## config.mk

```make
export PLATFORM = sky130hd
export DESIGN_NAME = relay_interlock_controller
export DESIGN_NICKNAME = d
export VERILOG_FILES = /design/src/sv/ric_pkg.sv /design/src/sv/ric_state.sv /design/src/sv/ric_step.sv /design/src/sv/relay_interlock_controller.sv
export SDC_FILE = /design/constraint.sdc
export NUM_CORES = 1
export LEC_CHECK = 0
export BUFFER_PORTS_ARGS = -buffer_cell sky130_fd_sc_hd__buf_2
export CELL_PAD_IN_SITES_DETAIL_PLACEMENT = 2
export CELL_PAD_IN_SITES_GLOBAL_PLACEMENT = 2
export CORE_UTILIZATION = 41
export CTS_CLUSTER_SIZE = 8
export DETAILED_ROUTE_END_ITERATION = 12
export MAX_ROUTING_LAYER = met4
export PLACE_DENSITY_LB_ADDON = 0.1
export SYNTH_ARGS = -nofsm -noshare
export SYNTH_HDL_FRONTEND = slang
export SYNTH_HIERARCHICAL = 1
export SYNTH_SLANG_ARGS = --single-unit
export TNS_END_PERCENT = 20
```

## constraint.sdc

```tcl
create_clock -name clock -period 12.2 [get_ports clock]
set_clock_uncertainty 0.2 [all_clocks]
set_input_delay 1.83 -clock clock [delete_from_list [all_inputs] [get_ports clock]]
set_output_delay 1.83 -clock clock [all_outputs]
set_load 0.05 [all_outputs]
```

## src/sv/ric_pkg.sv

```systemverilog
package ric_pkg;

   localparam int CHANNELS_DEFAULT  = 8;
   localparam int LOG_DEPTH_DEFAULT = 32;

   localparam int REQ_TDATA_W = 16;
   localparam int RSP_TDATA_W = 72;
   localparam int CSR_INDEX_W = 2;
   localparam int CSR_DATA_W  = 32;
   localparam int FILL_OUT_W  = 6;

   // configuration register indexes
   localparam logic [CSR_INDEX_W-1:0] CSR_BOOT_LOCK  = 2'd0;
   localparam logic [CSR_INDEX_W-1:0] CSR_GUARD_XTRA = 2'd1;
   localparam logic [CSR_INDEX_W-1:0] CSR_GUARD_CHAN = 2'd2;
   localparam logic [CSR_INDEX_W-1:0] CSR_ACTIVE_LOW = 2'd3;

   // reset values of the configuration registers
   localparam logic [31:0] BOOT_LOCK_RESET  = 32'd5000;
   localparam logic [31:0] GUARD_XTRA_RESET = 32'd10000;
   localparam logic [2:0]  GUARD_CHAN_RESET = 3'd0;
   localparam logic        ACTIVE_LOW_RESET = 1'b1;

   typedef enum logic [1:0] {
      CMD_TICK   = 2'd0,
      CMD_SET    = 2'd1,
      CMD_MANUAL = 2'd2
   } cmd_type;

   typedef enum logic [1:0] {
      MODE_BOOT   = 2'd0,
      MODE_ARMED  = 2'd1,
      MODE_MANUAL = 2'd2
   } mode_type;

   // request item, packed lowest field last
   typedef struct packed {
      logic       enable;
      logic [3:0] requester;
      logic       turn_on;
      logic [2:0] channel;
   } req_item_type;

   // result item, packed lowest field last
   typedef struct packed {
      logic [FILL_OUT_W-1:0] log_fill;
      logic [31:0]           log_time;
      logic [3:0]            log_origin;
      logic                  log_state;
      logic [2:0]            log_channel;
      logic                  log_valid;
      logic [1:0]            mode;
      logic                  pins_released;
      logic [7:0]            pin_levels;
      logic [7:0]            relay_states;
      logic                  accepted;
   } rsp_item_type;

   typedef struct packed {
      logic [31:0] boot_hold_ms;
      logic [31:0] guard_extra_ms;
      logic [2:0]  guarded_channel;
      logic        active_low;
   } cfg_type;

   typedef struct packed {
      mode_type    mode;
      logic [31:0] elapsed_ms;
      logic [7:0]  relay_on;
   } state_type;

endpackage

```

## src/sv/ric_state.sv

```systemverilog
module ric_state import ric_pkg::*; #(
   parameter int CHANNELS  = CHANNELS_DEFAULT,
   parameter int LOG_DEPTH = LOG_DEPTH_DEFAULT,
   localparam int CNT_W    = $clog2(LOG_DEPTH + 1)
) (
   input  logic             clock,
   input  logic             reset,
   input  logic             update,
   input  state_type        state_in,
   input  logic [CNT_W-1:0] fill_in,
   output state_type        state_ff,
   output logic [CNT_W-1:0] fill_ff
);

   // boot records, one per channel, already sit in the log
   localparam int FILL_RESET = (CHANNELS < LOG_DEPTH) ? CHANNELS : LOG_DEPTH;

   always_ff @(posedge clock) begin
      if (reset) begin
         state_ff.mode       <= MODE_BOOT;
         state_ff.elapsed_ms <= '0;
         state_ff.relay_on   <= '0;
         fill_ff             <= CNT_W'(FILL_RESET);
      end else if (update) begin
         state_ff <= state_in;
         fill_ff  <= fill_in;
      end
   end

endmodule

```

## src/sv/ric_step.sv

```systemverilog
module ric_step import ric_pkg::*; #(
   parameter int CHANNELS  = CHANNELS_DEFAULT,
   parameter int LOG_DEPTH = LOG_DEPTH_DEFAULT,
   localparam int CNT_W    = $clog2(LOG_DEPTH + 1)
) (
   input  logic [1:0]       cmd,
   input  req_item_type     item,
   input  cfg_type          cfg,
   input  state_type        state_cur,
   input  logic [CNT_W-1:0] fill_cur,
   output state_type        state_in,
   output logic [CNT_W-1:0] fill_in,
   output rsp_item_type     result
);

   localparam logic [7:0] CHAN_MASK = 8'((9'(1) << CHANNELS) - 9'(1));

   logic [31:0]          guard_end;
   logic [31:0]          tick_ms;
   logic                 chan_ok;
   logic                 cur_bit;
   logic                 acc;
   logic                 lv;
   logic                 lst;
   logic [3:0]           lor;
   logic                 released;
   logic [CNT_W+FILL_OUT_W-1:0] fill_ext;

   assign guard_end = cfg.boot_hold_ms + cfg.guard_extra_ms;
   assign tick_ms   = state_cur.elapsed_ms + 32'd1;
   assign chan_ok   = {1'b0, item.channel} < 4'(CHANNELS);
   assign cur_bit   = state_cur.relay_on[item.channel];

   always_comb begin
      state_in = state_cur;
      acc      = 1'b1;
      lv       = 1'b0;
      lst      = 1'b0;
      lor      = '0;
      unique case (cmd)
         CMD_TICK: begin
            state_in.elapsed_ms = tick_ms;
            if (state_cur.mode == MODE_BOOT && tick_ms >= cfg.boot_hold_ms) begin
               state_in.mode = MODE_ARMED;
            end
         end
         CMD_SET: begin
            priority if (!chan_ok) begin
               acc = 1'b0;
            end else if (state_cur.mode == MODE_BOOT) begin
               // refused during boot lock, logged with boot origin
               acc = 1'b0;
               lv  = 1'b1;
               lst = cur_bit;
            end else if (state_cur.mode == MODE_MANUAL) begin
               acc = 1'b0;
            end else if (item.channel == cfg.guarded_channel &&
                         state_cur.elapsed_ms < guard_end) begin
               acc = 1'b0;
            end else if (cur_bit != item.turn_on) begin
               state_in.relay_on[item.channel] = item.turn_on;
               lv  = 1'b1;
               lst = item.turn_on;
               lor = item.requester;
            end else begin
               acc = 1'b1;
            end
         end
         CMD_MANUAL: begin
            if (item.enable != (state_cur.mode == MODE_MANUAL)) begin
               state_in.mode = item.enable ? MODE_MANUAL : MODE_ARMED;
            end
         end
         default: begin
            acc = 1'b0;
         end
      endcase
      state_in.relay_on = state_in.relay_on & CHAN_MASK;
   end

   // saturating fill count of the log ring
   assign fill_in  = (lv && fill_cur < CNT_W'(LOG_DEPTH)) ? fill_cur + CNT_W'(1) : fill_cur;
   assign fill_ext = (CNT_W + FILL_OUT_W)'(fill_in);

   assign released = (state_in.mode == MODE_MANUAL);

   always_comb begin
      result.accepted      = acc;
      result.relay_states  = state_in.relay_on;
      result.pin_levels    = released ? 8'd0
                             : ((state_in.relay_on ^ {8{cfg.active_low}}) & CHAN_MASK);
      result.pins_released = released;
      result.mode          = state_in.mode;
      result.log_valid     = lv;
      result.log_channel   = lv ? item.channel : 3'd0;
      result.log_state     = lst;
      result.log_origin    = lor;
      result.log_time      = lv ? state_cur.elapsed_ms : 32'd0;
      result.log_fill      = fill_ext[FILL_OUT_W-1:0];
   end

endmodule

```

## src/sv/relay_interlock_controller.sv

```systemverilog
// relay interlock controller: eight relay channels with boot lock, armed and
// manual modes
//
// req channel: one item per command; req_tuser carries the command (tick,
// set relay, manual request), req_tdata the set and manual arguments.
// rsp channel: exactly one result item per request item, in order, giving
// the set outcome, relay and pin state, mode and the log record written.
// csr port: plain write port; the user must write it only while no item is in flight, the block does not check.
//
// path: an accepted item sits in the input register, and its result moves
// on through the result register onto rsp once the result slot is free.
// throughput: one item per clock while rsp is not held off; the state
// registers close their update loop as each item moves on.
//
// reset: boot locked, elapsed time zero, all relays off, log fill holds one
// boot record per channel, configuration back to its defaults.
// stall: while rsp is held off the result register keeps its item and the
// input register can still take one more; req_tready drops only when both
// are full.
module relay_interlock_controller import ric_pkg::*; #(
   parameter int CHANNELS  = CHANNELS_DEFAULT,
   parameter int LOG_DEPTH = LOG_DEPTH_DEFAULT
) (
   input  logic                   clock,
   input  logic                   reset,
   input  logic                   req_tvalid,
   output logic                   req_tready,
   // channel, turn_on, requester, enable, zero fill
   input  logic [REQ_TDATA_W-1:0] req_tdata,
   // cmd
   input  logic [1:0]             req_tuser,
   output logic                   rsp_tvalid,
   input  logic                   rsp_tready,
   // accepted, relay_states, pin_levels, pins_released, mode, log_valid,
   // log_channel, log_state, log_origin, log_time, log_fill, zero fill
   output logic [RSP_TDATA_W-1:0] rsp_tdata,
   input  logic                   csr_we,
   input  logic [CSR_INDEX_W-1:0] csr_index,
   input  logic [CSR_DATA_W-1:0]  csr_wdata
);

   localparam int CNT_W = $clog2(LOG_DEPTH + 1);

   cfg_type          cfg_ff;
   logic             in_valid_ff;
   req_item_type     in_item_ff;
   logic [1:0]       in_cmd_ff;
   logic             rsp_valid_ff;
   rsp_item_type     rsp_item_ff;
   logic             advance;
   state_type        state_cur;
   state_type        state_in;
   logic [CNT_W-1:0] fill_cur;
   logic [CNT_W-1:0] fill_in;
   rsp_item_type     result;

   // item in the input register moves on once the result slot frees up
   assign advance    = in_valid_ff && (!rsp_valid_ff || rsp_tready);
   assign req_tready = !in_valid_ff || advance;

   // configuration registers
   always_ff @(posedge clock) begin
      if (reset) begin
         cfg_ff.boot_hold_ms    <= BOOT_LOCK_RESET;
         cfg_ff.guard_extra_ms  <= GUARD_XTRA_RESET;
         cfg_ff.guarded_channel <= GUARD_CHAN_RESET;
         cfg_ff.active_low      <= ACTIVE_LOW_RESET;
      end else if (csr_we) begin
         unique case (csr_index)
            CSR_BOOT_LOCK:  cfg_ff.boot_hold_ms    <= csr_wdata;
            CSR_GUARD_XTRA: cfg_ff.guard_extra_ms  <= csr_wdata;
            CSR_GUARD_CHAN: cfg_ff.guarded_channel <= csr_wdata[2:0];
            CSR_ACTIVE_LOW: cfg_ff.active_low      <= csr_wdata[0];
            default: begin
               cfg_ff <= cfg_ff;
            end
         endcase
      end
   end

   // input register
   always_ff @(posedge clock) begin
      if (reset) begin
         in_valid_ff <= 1'b0;
      end else if (req_tready) begin
         in_valid_ff <= req_tvalid;
      end
   end

   always_ff @(posedge clock) begin
      if (req_tready && req_tvalid) begin
         in_item_ff <= req_tdata[$bits(req_item_type)-1:0];
         in_cmd_ff  <= req_tuser;
      end
   end

   // next state and result for the item in the input register
   ric_step #(
      .CHANNELS  (CHANNELS),
      .LOG_DEPTH (LOG_DEPTH)
   ) u_step (
      .cmd       (in_cmd_ff),
      .item      (in_item_ff),
      .cfg       (cfg_ff),
      .state_cur (state_cur),
      .fill_cur  (fill_cur),
      .state_in  (state_in),
      .fill_in   (fill_in),
      .result    (result)
   );

   // mode, elapsed time, relays and log fill, committed as the item moves on
   ric_state #(
      .CHANNELS  (CHANNELS),
      .LOG_DEPTH (LOG_DEPTH)
   ) u_state (
      .clock    (clock),
      .reset    (reset),
      .update   (advance),
      .state_in (state_in),
      .fill_in  (fill_in),
      .state_ff (state_cur),
      .fill_ff  (fill_cur)
   );

   // result register
   always_ff @(posedge clock) begin
      if (reset) begin
         rsp_valid_ff <= 1'b0;
      end else if (!rsp_valid_ff || rsp_tready) begin
         rsp_valid_ff <= in_valid_ff;
      end
   end

   always_ff @(posedge clock) begin
      if (advance) begin
         rsp_item_ff <= result;
      end
   end

   assign rsp_tvalid = rsp_valid_ff;
   assign rsp_tdata  = RSP_TDATA_W'(rsp_item_ff);

endmodule

```

==> results of run 1 <==
-- report_power, final --
| part | leakage, nW | internal (mW) | switching, mW | total (mW) |
|---|---|---|---|---|
| Sequential | 1.67 | 0.702 | 0.0164 | 0.719 |
| Combinational | 3.74 | 0.0650 | 0.130 | 0.195 |
| Clock | 0.268 | 0.270 | 0.283 | 0.553 |
-- synth_stat cells, types with 10 or more instances --
| cell type | instances | share of area |
|---|---|---|
| mux2i_1 | 123 | 0.10 |
| nor2_1 | 106 | 0.033 |
| a21oi_1 | 46 | 0.019 |
| nand4_1 | 12 | 0.0062 |
| xor2_1 | 43 | 0.031 |
| nand2_1 | 69 | 0.021 |
| dfxtp_1 | 118 | 0.19 |
| nor3_1 | 19 | 0.0078 |
| edfxtp_1 | 78 | 0.19 |
| buf_4 | 29 | 0.018 |
| xnor2_1 | 49 | 0.035 |
| nor4_1 | 10 | 0.0051 |
| ha_1 | 97 | 0.099 |
| a21o_1 | 18 | 0.011 |
| nor2b_1 | 12 | 0.0062 |
| and2_1 | 44 | 0.023 |
| nand2b_1 | 97 | 0.050 |
| nand3_1 | 22 | 0.0090 |
| inv_1 | 43 | 0.013 |
| o21ai_0 | 20 | 0.0082 |
| clkbuf_1 | 23 | 0.0071 |
| and3_1 | 13 | 0.0067 |
-- state kept, by name (all words and copies together) (netlist names) --
signal,flops
cfg_ff,68
rsp_tdata,67
u_state/state_ff,42
in_item_ff,9
u_state/fill_ff,6
in_cmd_ff,2
in_valid_ff,1
rsp_tvalid,1
-- area by class of cell --
cell class	count	area, µm²
Clock inverter	15	146
Multi-Input combinational cell	922	6890
Inverter	43	161
Sequential cell	196	4700
Fill cell	3157	15600
Tap cell	384	480
Clock buffer	17	425
Timing Repair Buffer	123	631
-- through the flow --
step	power [mW]	utilization
after global placement	0.922	0.444
after CTS	1.49	0.463
after global routing	1.52	0.463
final	1.47	0.463
after detailed placement	0.931	0.444
after floorplan	0.878	-
-- critical path, stage by stage, from the launching register on --
cell      delay [ns]
dfxtp_1         0.34
ha_1            0.21
inv_1           0.07
fa_1            0.21
nor2b_1         0.07
o31ai_1         0.44
a21oi_1         0.23
o41a_1          0.44
a21oi_1         0.27
o21ai_1         0.24
and4_1          0.26
nor4b_1         0.36
ha_1            0.22
nand4_1         0.15
or4_1           0.59
o311ai_1        0.35
o21ai_2         0.28
o31ai_4         0.41
buf_4           0.41
nand4_1         0.17
xnor2_1         0.24
mux2i_1         0.13
nor2_1          0.17
-- worst max-delay path by stage --
stage | startpoint | end | depth (start not counted)
floorplan | cfg_ff[4]$_SDFFE_PP0P_ | rsp_tdata[62]$_DFFE_PP_ | 20
global placement | cfg_ff[39]$_SDFFE_PP1P_ | u_state/fill_ff[4]$_SDFFE_PP0P_ | 19
detailed placement | cfg_ff[36]$_SDFFE_PP0P_ | u_state/fill_ff[4]$_SDFFE_PP0P_ | 22
CTS | cfg_ff[36]$_SDFFE_PP0P_ | u_state/fill_ff[4]$_SDFFE_PP0P_ | 22
global route | cfg_ff[36]$_SDFFE_PP0P_ | u_state/fill_ff[4]$_SDFFE_PP0P_ | 22
finish | cfg_ff[36]$_SDFFE_PP0P_ | u_state/fill_ff[4]$_SDFFE_PP0P_ | 22
-- metal layers --
layer / up-vias / track usage / wire, µm
li1: 4431 / - / -
met1: 4504 / 0.305 / 16300
met2: 152 / 0.373 / 15600
met3: 26 / 0.0302 / 906
met4: 0 / 0.0591 / 425
met5: - / - / 0
-- cell families after synthesis --
logic type,after synthesis,synth area share
compound gates,146,0.0800
buf+inv,114,0.0524
flops,196,0.386
xor+xnor,92,0.0660
fa+ha+maj,98,0.101
mux,135,0.116
other cells,1,0.000307
simple gates,446,0.199
==> results by group, run 1 <==
Floorplan
  – Core footprint: 0.0290 mm²
  – Chip width: 175 µm
  – IO Pins: 131
  – Row cnt: 62
  – Die area: 0.0305 mm²
  – Effective utilization at floorplan: 0.421
  – Die Height: 175 µm

Global route
  – GRT Total Usage: 0.231
  – Antenna violations before repair: 0
  – Total gr overflow: 0
  – Vias in the first global route: 9,697
  – Global-route wire length before repair: approximately 53,000 µm
  – Pin count of the biggest net entering global routing: 106

Detailed routing
  – 1st-pass router iterations: 4
  – WL/cell: 19.5 µm
  – DRC errors left: 0
  – Starting DRC count in detailed routing: 349
  – DR vias: 9,113
  – Drt total wl: around 33,000 µm
  – ANT nets after route: 0
  – Vias/cell: 5.36

Critical path
  – RR Startpoint: cfg_ff[36]$_SDFFE_PP0P_
  – Req. time, crit path: 12.37 ns
  – Crit Path Category: flip-flop to flip-flop
  – Reg2reg setup slack: approximately 5.6 ns
  – Reg2Reg Depth: 22
  – Worst setup SP type: flip-flop
  – CP Capture Type: flip-flop
  – Critical Path AT: a little under 7 ns
  – Worst-path fanout max: 40
  – R2r endpoint: u_state/fill_ff[4]$_SDFFE_PP0P_

Yosys
  – Syn Inst Count: 1,228
  – Seq cells post-synth: 196
  – Sequential fraction of the synthesis area: 0.386
  – Syn Area/Cell: 9.94 µm²
  – Main flop type after synthesis: dfxtp_1
  – Post-synth EDFFs: 78
  – Synth Cell Area: 0.0122 mm²
  – Yosys warns: 6
  – Unique masters post-synth: a little over 80
  – Ys async rst share: 0

CTS
  – CTS Sinks: 196
  – H-tree levels: 4
  – Clk root buf: clkbuf_16
  – Max Buffers Root-to-Sink: 2
  – Clk slew on worst S/H paths: 0.09 ns
  – Post-CTS setup buffer count: 0
  – Hold Buf Count CTS: 0
  – CTS tree: done
  – Skew-Pair Late Insertion Delay: 0.46 ns
  – Cts bufs inserted: 17
  – Post_cts resized: 0

Timing
  – Fin. Hold Viols: 0
  – Hold WS: around 0.27 ns
  – Final min period: 6.55 ns
  – TNS Setup: 0 ns
  – Final setup viols: 0
  – Slew HR: 0.315
  – Final worst path period share: 0.537
  – Fmax: around 150 MHz
  – Final slew viol count: 0
  – RSZ-0062 raised after global routing: no
  – Worst-Margin Slew: 1.03 ns
  – Final worst slack: 5.65 ns

Status
  – Outcome: finished, final reports clean

Cells and area
  – Diode count: 0
  – Commonest cells after routing, fill and taps aside: mux2i_1 (123), dfxtp_1 (118), buf_2 (117), nor2_1 (106)
  – Non-filler cells, final: 1,700
  – Area delta synth->final: 10.1%
  – Post-Layout Inst Area: ~0.013 mm²
  – Final nets: between 1,000 and 1,500
  – Layout cells sized above 1: 0.147
  – Commonest non-fill, non-tap cell in the layout: mux2i_1

Job
  – Maxcap violations: 0

Worst hold path
  – Hold EP: rsp_tvalid$_SDFFE_PP0P_
  – Type of the worst min-delay path: flip-flop to flip-flop
  – Worst hold stages: 2
  – Start point of the worst hold path: in_valid_ff$_SDFFE_PP0P_

Power and ir drop
  – Cell Pwr Density: 109 mW/mm²
  – Peak VDD IR: ~95 µV
  – LEAKAGE: 5.68 nW

Placement
  – HPWL after detailed placement: 25,100 µm
  – Placed Instances: 1,668
  – GPL Wtd Cong: 0.844
  – Placement-stage worst setup slack: 5.68 ns
  – Area of placed instances: 0.0129 mm²
  – Input/output buffers: approximately 120
Power figures use the tool's default switching activity.
==> inputs of run 2 (changes only) <==
--- a/config.mk
+++ b/config.mk
@@ -8,7 +8,7 @@
 export BUFFER_PORTS_ARGS = -buffer_cell sky130_fd_sc_hd__buf_2
 export CELL_PAD_IN_SITES_DETAIL_PLACEMENT = 2
 export CELL_PAD_IN_SITES_GLOBAL_PLACEMENT = 2
-export CORE_UTILIZATION = 41
+export CORE_UTILIZATION = 35
 export CTS_CLUSTER_SIZE = 8
 export DETAILED_ROUTE_END_ITERATION = 12
 export MAX_ROUTING_LAYER = met4
==> constraint.sdc (replaced) <==
create_clock -name clock -period 5.35 [get_ports clock]
set_clock_uncertainty 0.2 [all_clocks]
set_input_delay 0.8025 -clock clock [delete_from_list [all_inputs] [get_ports clock]]
set_output_delay 0.8025 -clock clock [all_outputs]
set_load 0.05 [all_outputs]
==> results by group, run 2 (same netlist as run 1, synthesis figures left out) <==
Status
  – Outcome: complete, but fails checks
  – Failing checks: setup timing

Timing
  – Final min period: 5.38 ns (-1.17 ns)
  – Slew HR: 0.282 (-0.0331)
  – Final worst slack: -0.0340 ns (-5.68 ns)
  – Worst-Margin Slew: 1.08 ns (+0.0496 ns)
  – Fin. Hold Viols: 0 (unchanged)
  – Final slew viol count: 0 (unchanged)
  – Fmax: 186 MHz (+22%)
  – RSZ-0062 raised after global routing: yes
  – Hold WS: 0.282 ns (+0.00769 ns)
  – Final setup viols: 2 (+2)
  – Final worst path period share: 1.01 (+0.469)

Global route
  – Global-route wire length before repair: 55,100 µm (+3.2%)
  – Total gr overflow: 0 (unchanged)
  – Met1 usage: 0.278 (-0.0272)
  – M2 GR Usage: 0.321 (-0.0514)
  – Met3 GRT Util: 0.0251 (-0.00504)
  – Grt peak-use layer: met2
  – Vias in the first global route: 9,901 (+2.1%)
  – Antenna violations before repair: 0 (unchanged)
  – Pin count of the biggest net entering global routing: 96 (-9.4%)
  – GRT Total Usage: 0.204 (-0.0272)

Placement
  – Area of placed instances: 0.0135 mm² (+5.2%)
  – HPWL after detailed placement: 26,000 µm (+3.4%)
  – Placement-stage worst setup slack: -0.536 ns (-6.21 ns)
  – Input/output buffers: 118 (unchanged)
  – GPL Wtd Cong: 0.780 (-7.6%)

Power and ir drop
  – Reg power frac: 0.479 (-0.011)
  – Pwr Total: 3.42 mW (+130%)
  – Comb power frac: 0.155 (+0.022)
  – Sw Ratio: 0.296 (+0.00336)
  – Cell Pwr Density: 234 mW/mm² (+110%)
  – LEAKAGE: 6.15 nW (+8.4%)
  – Internal Power: 2.41 mW (+130%)
  – Sw Pwr: 1.01 mW (+140%)
  – Clock power frac: 0.367 (-0.010)
  – Peak VDD IR: 221 µV (+130%)

CTS
  – CTS Sinks: 196 (unchanged)
  – Cts bufs inserted: 17 (unchanged)
  – Max Buffers Root-to-Sink: 2 (unchanged)
  – H-tree levels: 4 (unchanged)
  – CTS tree: done
  – Skew-Pair Late Insertion Delay: 0.46 ns (about the same)
  – Clk slew on worst S/H paths: 0.08 ns (about the same)
  – Clk root buf: clkbuf_16

Worst hold path
  – Worst hold stages: 2 (unchanged)
  – Type of the worst min-delay path: flip-flop to flip-flop
  – Start point of the worst hold path: cfg_ff[32]$_SDFFE_PP0P_
  – Hold EP: cfg_ff[32]$_SDFFE_PP0P_

Detailed routing
  – Vias/cell: 5.07 (-5.5%)
  – DRC errors left: 0 (unchanged)
  – Drt total wl: 35,800 µm (+7.9%)
  – WL/cell: 19.3 µm (-1.1%)
  – DR vias: 9,407 (+3.2%)
  – ANT nets after route: 0 (unchanged)
  – Starting DRC count in detailed routing: 366 (+4.9%)
  – 1st-pass router iterations: 4 (unchanged)

Floorplan
  – Die area: 0.0356 mm² (+17%)
  – IO Pins: 131 (unchanged)
  – Row cnt: 68 (+9.7%)
  – Core footprint: 0.0345 mm² (+19%)
  – Die Height: 189 µm (+8.1%)
  – Effective utilization at floorplan: 0.354 (-0.0665)
  – Chip width: 189 µm (+8.1%)

Critical path
  – Reg2Reg Depth: 20 (-9.1%)
  – Worst path max stage delay: 0.57 ns (-0.02 ns)
  – Reg2reg setup slack: -0.03 ns (-5.68 ns)
  – CP Capture Type: flip-flop
  – Worst-path fanout max: 4 (-90%)
  – Req. time, crit path: 5.46 ns (-6.91 ns)
  – Critical Path AT: 5.50 ns (-1.23 ns)
  – Slowest CP cell: or4_4
  – R2r endpoint: u_state/fill_ff[1]$_SDFFE_PP0P_
  – CP Cell Sequence: ha_1 -> o211a_1 -> o311ai_4 -> a21oi_4 -> o41a_1 -> a21oi_2 -> buf_4 -> buf_4 -> nor2b_1 -> o31ai_1 -> ha_1 -> nand2_1 -> or4_4 -> o311ai_4 -> o21ai_4 -> o31ai_4 -> nor2b_4 -> mux2_4 -> mux2i_1 -> nor2_1
  – Buf+Inv Stages, Crit Path: 2 (unchanged)
  – RR Startpoint: cfg_ff[42]$_SDFFE_PP0P_
  – Worst setup SP type: flip-flop
  – Crit Path Category: flip-flop to flip-flop
  – Top delay family on crit path: compound AO/OA/AOI/OAI gates

Cells and area
  – Final Util: 0.423 (-0.0398)
  – Filler instances: 3,735 (+18%)
  – Commonest non-fill, non-tap cell in the layout: mux2i_1
  – Post-Layout Inst Area: 0.0146 mm² (+8.6%)
  – Layout cells sized above 1: 0.237 (+0.0896)
  – Max FFs per register: 68 (unchanged)
  – Commonest cells after routing, fill and taps aside: mux2i_1 (123), buf_2 (117), dfxtp_1 (110), nor2_1 (106), nand2b_1 (97)
  – Most flops, register: cfg_ff
  – Area delta synth->final: 19.6%
  – Final nets: 1,543 (+5.8%)
  – Diode count: 0 (unchanged)

Job
  – Maxcap violations: 0 (unchanged)
run 2: worst min-delay path: stages, from the launching register on:
cell and delay (ns):
dfxtp_1 0.32, nand2b_1 0.07, mux2i_1 0.06
run 2: cell type report:
| type | count | area (µm²) | share of cell area |
|---|---|---|---|
| multi-input combinational | 922 | 7310 | 0.501 |
| sequential | 196 | 4710 | 0.323 |
| timing repair buffer | 208 | 1280 | 0.0881 |
| tap | 455 | 569 | 0.0390 |
| clock buffer | 18 | 429 | 0.0294 |
| inverter | 43 | 161 | 0.0111 |
| clock inverter | 14 | 119 | 0.00815 |
run 2: what timing repair did:
item                                    4_1_cts  5_1_grt
hold buffers                                  0        0
endpoints found under the setup margin       76       76
pin swaps                                    12       35
buffers inserted                              4        6
resized for setup                            28       51
run 2: worst max path at each step:
stage	start	cells after the start	endpoint
5_1_grt	cfg_ff[10]$_SDFFE_PP0P_	20	u_state/fill_ff[1]$_SDFFE_PP0P_
4_1_cts	cfg_ff[21]$_SDFFE_PP0P_	20	rsp_tdata[11]$_DFFE_PP_
3_3_place_gp	cfg_ff[4]$_SDFFE_PP0P_	21	u_state/fill_ff[1]$_SDFFE_PP0P_
6_report	cfg_ff[42]$_SDFFE_PP0P_	20	u_state/fill_ff[1]$_SDFFE_PP0P_
2_1_floorplan	cfg_ff[4]$_SDFFE_PP0P_	20	rsp_tdata[62]$_DFFE_PP_
3_5_place_dp	cfg_ff[11]$_SDFFE_PP0P_	19	u_state/fill_ff[1]$_SDFFE_PP0P_
run 2: metal layers:
| layer | wire [µm] | vias up |
|---|---|---|
| met3 | 814 | 22 |
| li1 | - | 4609 |
| met5 | 0 | - |
| met4 | 401 | 0 |
| met2 | 16600 | 141 |
| met1 | 18000 | 4635 |
run 2: per-stage QoR:
| stage | TNS [ns] | cells |
|---|---|---|
| 3_3_place_gp | -9.22 | 1814 |
| 4_1_cts | 0 | 1850 |
| 6_report | -0.0374 | 1856 |
| 2_1_floorplan | 0 | 1232 |
| 5_1_grt | -3.65 | 1856 |
| 3_5_place_dp | -24.14 | 1814 |
run 2: power groups by stage:
| stage | Sequential, mW | Combinational (mW) | Clock (mW) |
|---|---|---|---|
| detailed placement | 1.67 | 0.491 | 0 |
| floorplan | 1.74 | 0.262 | 0 |
| global placement | 1.67 | 0.479 | 0 |
| CTS | 1.63 | 0.511 | 1.30 |
| finish | 1.64 | 0.529 | 1.25 |
| global route | 1.64 | 0.571 | 1.35 |
==> inputs of run 3 (changes only) <==
--- a/config.mk
+++ b/config.mk
@@ -8,7 +8,7 @@
 export BUFFER_PORTS_ARGS = -buffer_cell sky130_fd_sc_hd__buf_2
 export CELL_PAD_IN_SITES_DETAIL_PLACEMENT = 2
 export CELL_PAD_IN_SITES_GLOBAL_PLACEMENT = 2
-export CORE_UTILIZATION = 35
+export CORE_UTILIZATION = 38
 export CTS_CLUSTER_SIZE = 8
 export DETAILED_ROUTE_END_ITERATION = 12
 export MAX_ROUTING_LAYER = met4
==> constraint.sdc (replaced) <==
create_clock -name clock -period 5.04 [get_ports clock]
set_clock_uncertainty 0.2 [all_clocks]
set_input_delay 0.756 -clock clock [delete_from_list [all_inputs] [get_ports clock]]
set_output_delay 0.756 -clock clock [all_outputs]
set_load 0.05 [all_outputs]
==> results by group, run 3 (same netlist as run 1, synthesis figures left out) <==
Critical path
  – Critical Path AT: 5.22 ns (-0.28 ns)
  – Reg2reg setup slack: -0.06 ns (-0.02 ns)
  – Worst setup SP type: flip-flop
  – Slowest CP cell: or4_4
  – Crit Path Category: flip-flop to flip-flop
  – Worst path max stage delay: 0.55 ns (-0.02 ns)
  – Worst-path fanout max: 4 (unchanged)
  – CP Capture Type: flip-flop
  – CP Cell Sequence: ha_1 -> nand4_1 -> nor2_2 -> a211oi_4 -> a2111oi_4 -> buf_4 -> or2_4 -> buf_4 -> a21o_1 -> a21oi_2 -> xor2_2 -> ha_1 -> nand2_1 -> or4_4 -> o311ai_4 -> o21ai_4 -> o31ai_4 -> nor2b_4 -> mux2_4 -> mux2i_1 -> nor2_1
  – Req. time, crit path: 5.16 ns (-0.30 ns)

Worst hold path
  – Type of the worst min-delay path: primary input to flip-flop

Cells and area
  – Layout cells sized above 1: 0.284 (+0.0471)
  – Max FFs per register: 68 (unchanged)
  – Commonest cells after routing, fill and taps aside: mux2i_1 (123), buf_2 (117), nor2_1 (102), buf_4 (102), nand2b_1 (97)
  – Post-Layout Inst Area: 0.0150 mm² (+2.9%)
  – Area delta synth->final: 23.0%
  – Diode count: 0 (unchanged)
  – Final Util: 0.476 (+0.0524)
  – Commonest non-fill, non-tap cell in the layout: mux2i_1
  – Final nets: 1,564 (+1.4%)
  – Most flops, register: cfg_ff

Timing
  – Final slew viol count: 0 (unchanged)
  – Fmax: 196 MHz (+5.6%)
  – Final setup viols: 15 (+13)
  – Fin. Hold Viols: 0 (unchanged)
  – Worst-Margin Slew: 1.07 ns (-0.00607 ns)
  – Slew HR: 0.284 (+0.00189)
  – RSZ-0062 raised after global routing: yes
  – Final min period: 5.10 ns (-0.287 ns)
  – Final worst slack: -0.0570 ns (-0.0230 ns)
  – Final worst path period share: 1.01 (+0.00495)

Detailed routing
  – WL/cell: 21.2 µm (+10%)
  – Starting DRC count in detailed routing: 327 (-11%)
  – ANT nets after route: 0 (unchanged)
  – 1st-pass router iterations: 4 (unchanged)
  – Drt total wl: 38,700 µm (+8.2%)
  – DRC errors left: 0 (unchanged)
  – Vias/cell: 5.29 (+4.4%)
  – DR vias: 9,656 (+2.6%)

Global route
  – Grt peak-use layer: met2
  – Vias in the first global route: 10,500 (+5.6%)
  – Total gr overflow: 0 (unchanged)
  – Antenna violations before repair: 0 (unchanged)
  – M2 GR Usage: 0.394 (+0.0731)
  – GRT Total Usage: 0.239 (+0.0352)
  – Pin count of the biggest net entering global routing: 80 (-17%)
  – Met1 usage: 0.307 (+0.0293)
  – Global-route wire length before repair: 59,000 µm (+7.2%)
  – Met3 GRT Util: 0.0357 (+0.0105)

Floorplan
  – Effective utilization at floorplan: 0.387 (+0.0326)
  – Core footprint: 0.0316 mm² (-8.4%)
  – Die area: 0.0328 mm² (-7.8%)
  – Row cnt: 65 (-4.4%)
  – Chip width: 181 µm (-4.0%)
  – Die Height: 181 µm (-4.0%)
  – IO Pins: 131 (unchanged)

Power and ir drop
  – Pwr Total: 3.72 mW (+8.8%)
  – LEAKAGE: 6.33 nW (+2.8%)
  – Peak VDD IR: 263 µV (+19%)
  – Cell Pwr Density: 248 mW/mm² (+5.8%)

Placement
  – Input/output buffers: 118 (unchanged)
  – Area of placed instances: 0.0136 mm² (+0.68%)
  – HPWL after detailed placement: 26,500 µm (+2.0%)
  – GPL Wtd Cong: 0.799 (+2.4%)
  – Placement-stage worst setup slack: -0.557 ns (-0.0208 ns)

CTS
  – CTS Sinks: 196 (unchanged)
  – H-tree levels: 4 (unchanged)
  – Skew-Pair Late Insertion Delay: 0.47 ns (about the same)
  – Cts bufs inserted: 17 (unchanged)
  – Max Buffers Root-to-Sink: 2 (unchanged)
  – CTS tree: done
  – Clk slew on worst S/H paths: 0.08 ns (about the same)
  – Clk root buf: clkbuf_16

Status
  – Outcome: complete, but fails checks
  – Failing checks: setup timing

Job
  – Maxcap violations: 0 (unchanged)
==> run 3: stage by stage <==
step                TNS, ns  std cells  hold WS (ns)
floorplan                 0       1232         0.234
CTS                   -4.75       1817         0.242
detailed placement   -27.57       1776         0.276
global placement     -16.34       1776         0.253
finish               -0.327       1824         0.266
global route          -7.12       1824         0.246
==> run 3: final cells by class <==
type | count | area [µm²]
fillers | 3324 | 16500
multi-input cells | 922 | 7570
flip-flops and latches | 196 | 4750
repair buffers | 229 | 1470
well taps | 402 | 503
clock buffers | 17 | 425
inverters | 43 | 161
clock inverters | 15 | 144
==> run 3: critical path, delay by kind of cell (launching register included) <==
kind	cells	cell delay, ns
buf+inv	2	0.31
compound gates	7	1.47
flops	1	0.34
fa+ha+maj	2	0.64
mux	2	0.48
simple gates	7	1.41
xor+xnor	1	0.10
==> run 3: final timing paths <==
path                           start                               to  cells after the start
min                     req_tdata[1]          in_item_ff[1]$_DFFE_PP_                      1
max reg2reg  cfg_ff[44]$_SDFFE_PP1P_  u_state/fill_ff[1]$_SDFFE_PP0P_                     21
max          cfg_ff[44]$_SDFFE_PP1P_  u_state/fill_ff[1]$_SDFFE_PP0P_                     21
min reg2reg  cfg_ff[30]$_SDFFE_PP0P_          cfg_ff[30]$_SDFFE_PP0P_                      2
==> run 3: per-layer routing <==
| layer | routed length (µm) | vias up | part of all wire |
|---|---|---|---|
| met1 | 18300 | 4794 | 0.47 |
| li1 | - | 4655 | - |
| met4 | 593 | 0 | 0.015 |
| met2 | 18700 | 172 | 0.48 |
| met5 | 0 | - | 0 |
| met3 | 1180 | 35 | 0.030 |
==> run 3: where the power goes <==
group	switching, mW	leakage, nW	internal, mW
combinational	0.378	4.37	0.235
sequential	0.0407	1.68	1.70
clock	0.714	0.275	0.655
total	1.13	6.33	2.59
==> run 3: timing repair <==
action | in CTS | in global routing
endpoints found under the setup margin | 78 | 78
endpoints found under the hold margin | 0 | 0
gates resized for setup | 68 | 76
pin swaps | 27 | 46
hold buffers | 0 | 0
setup buffers | 9 | 7
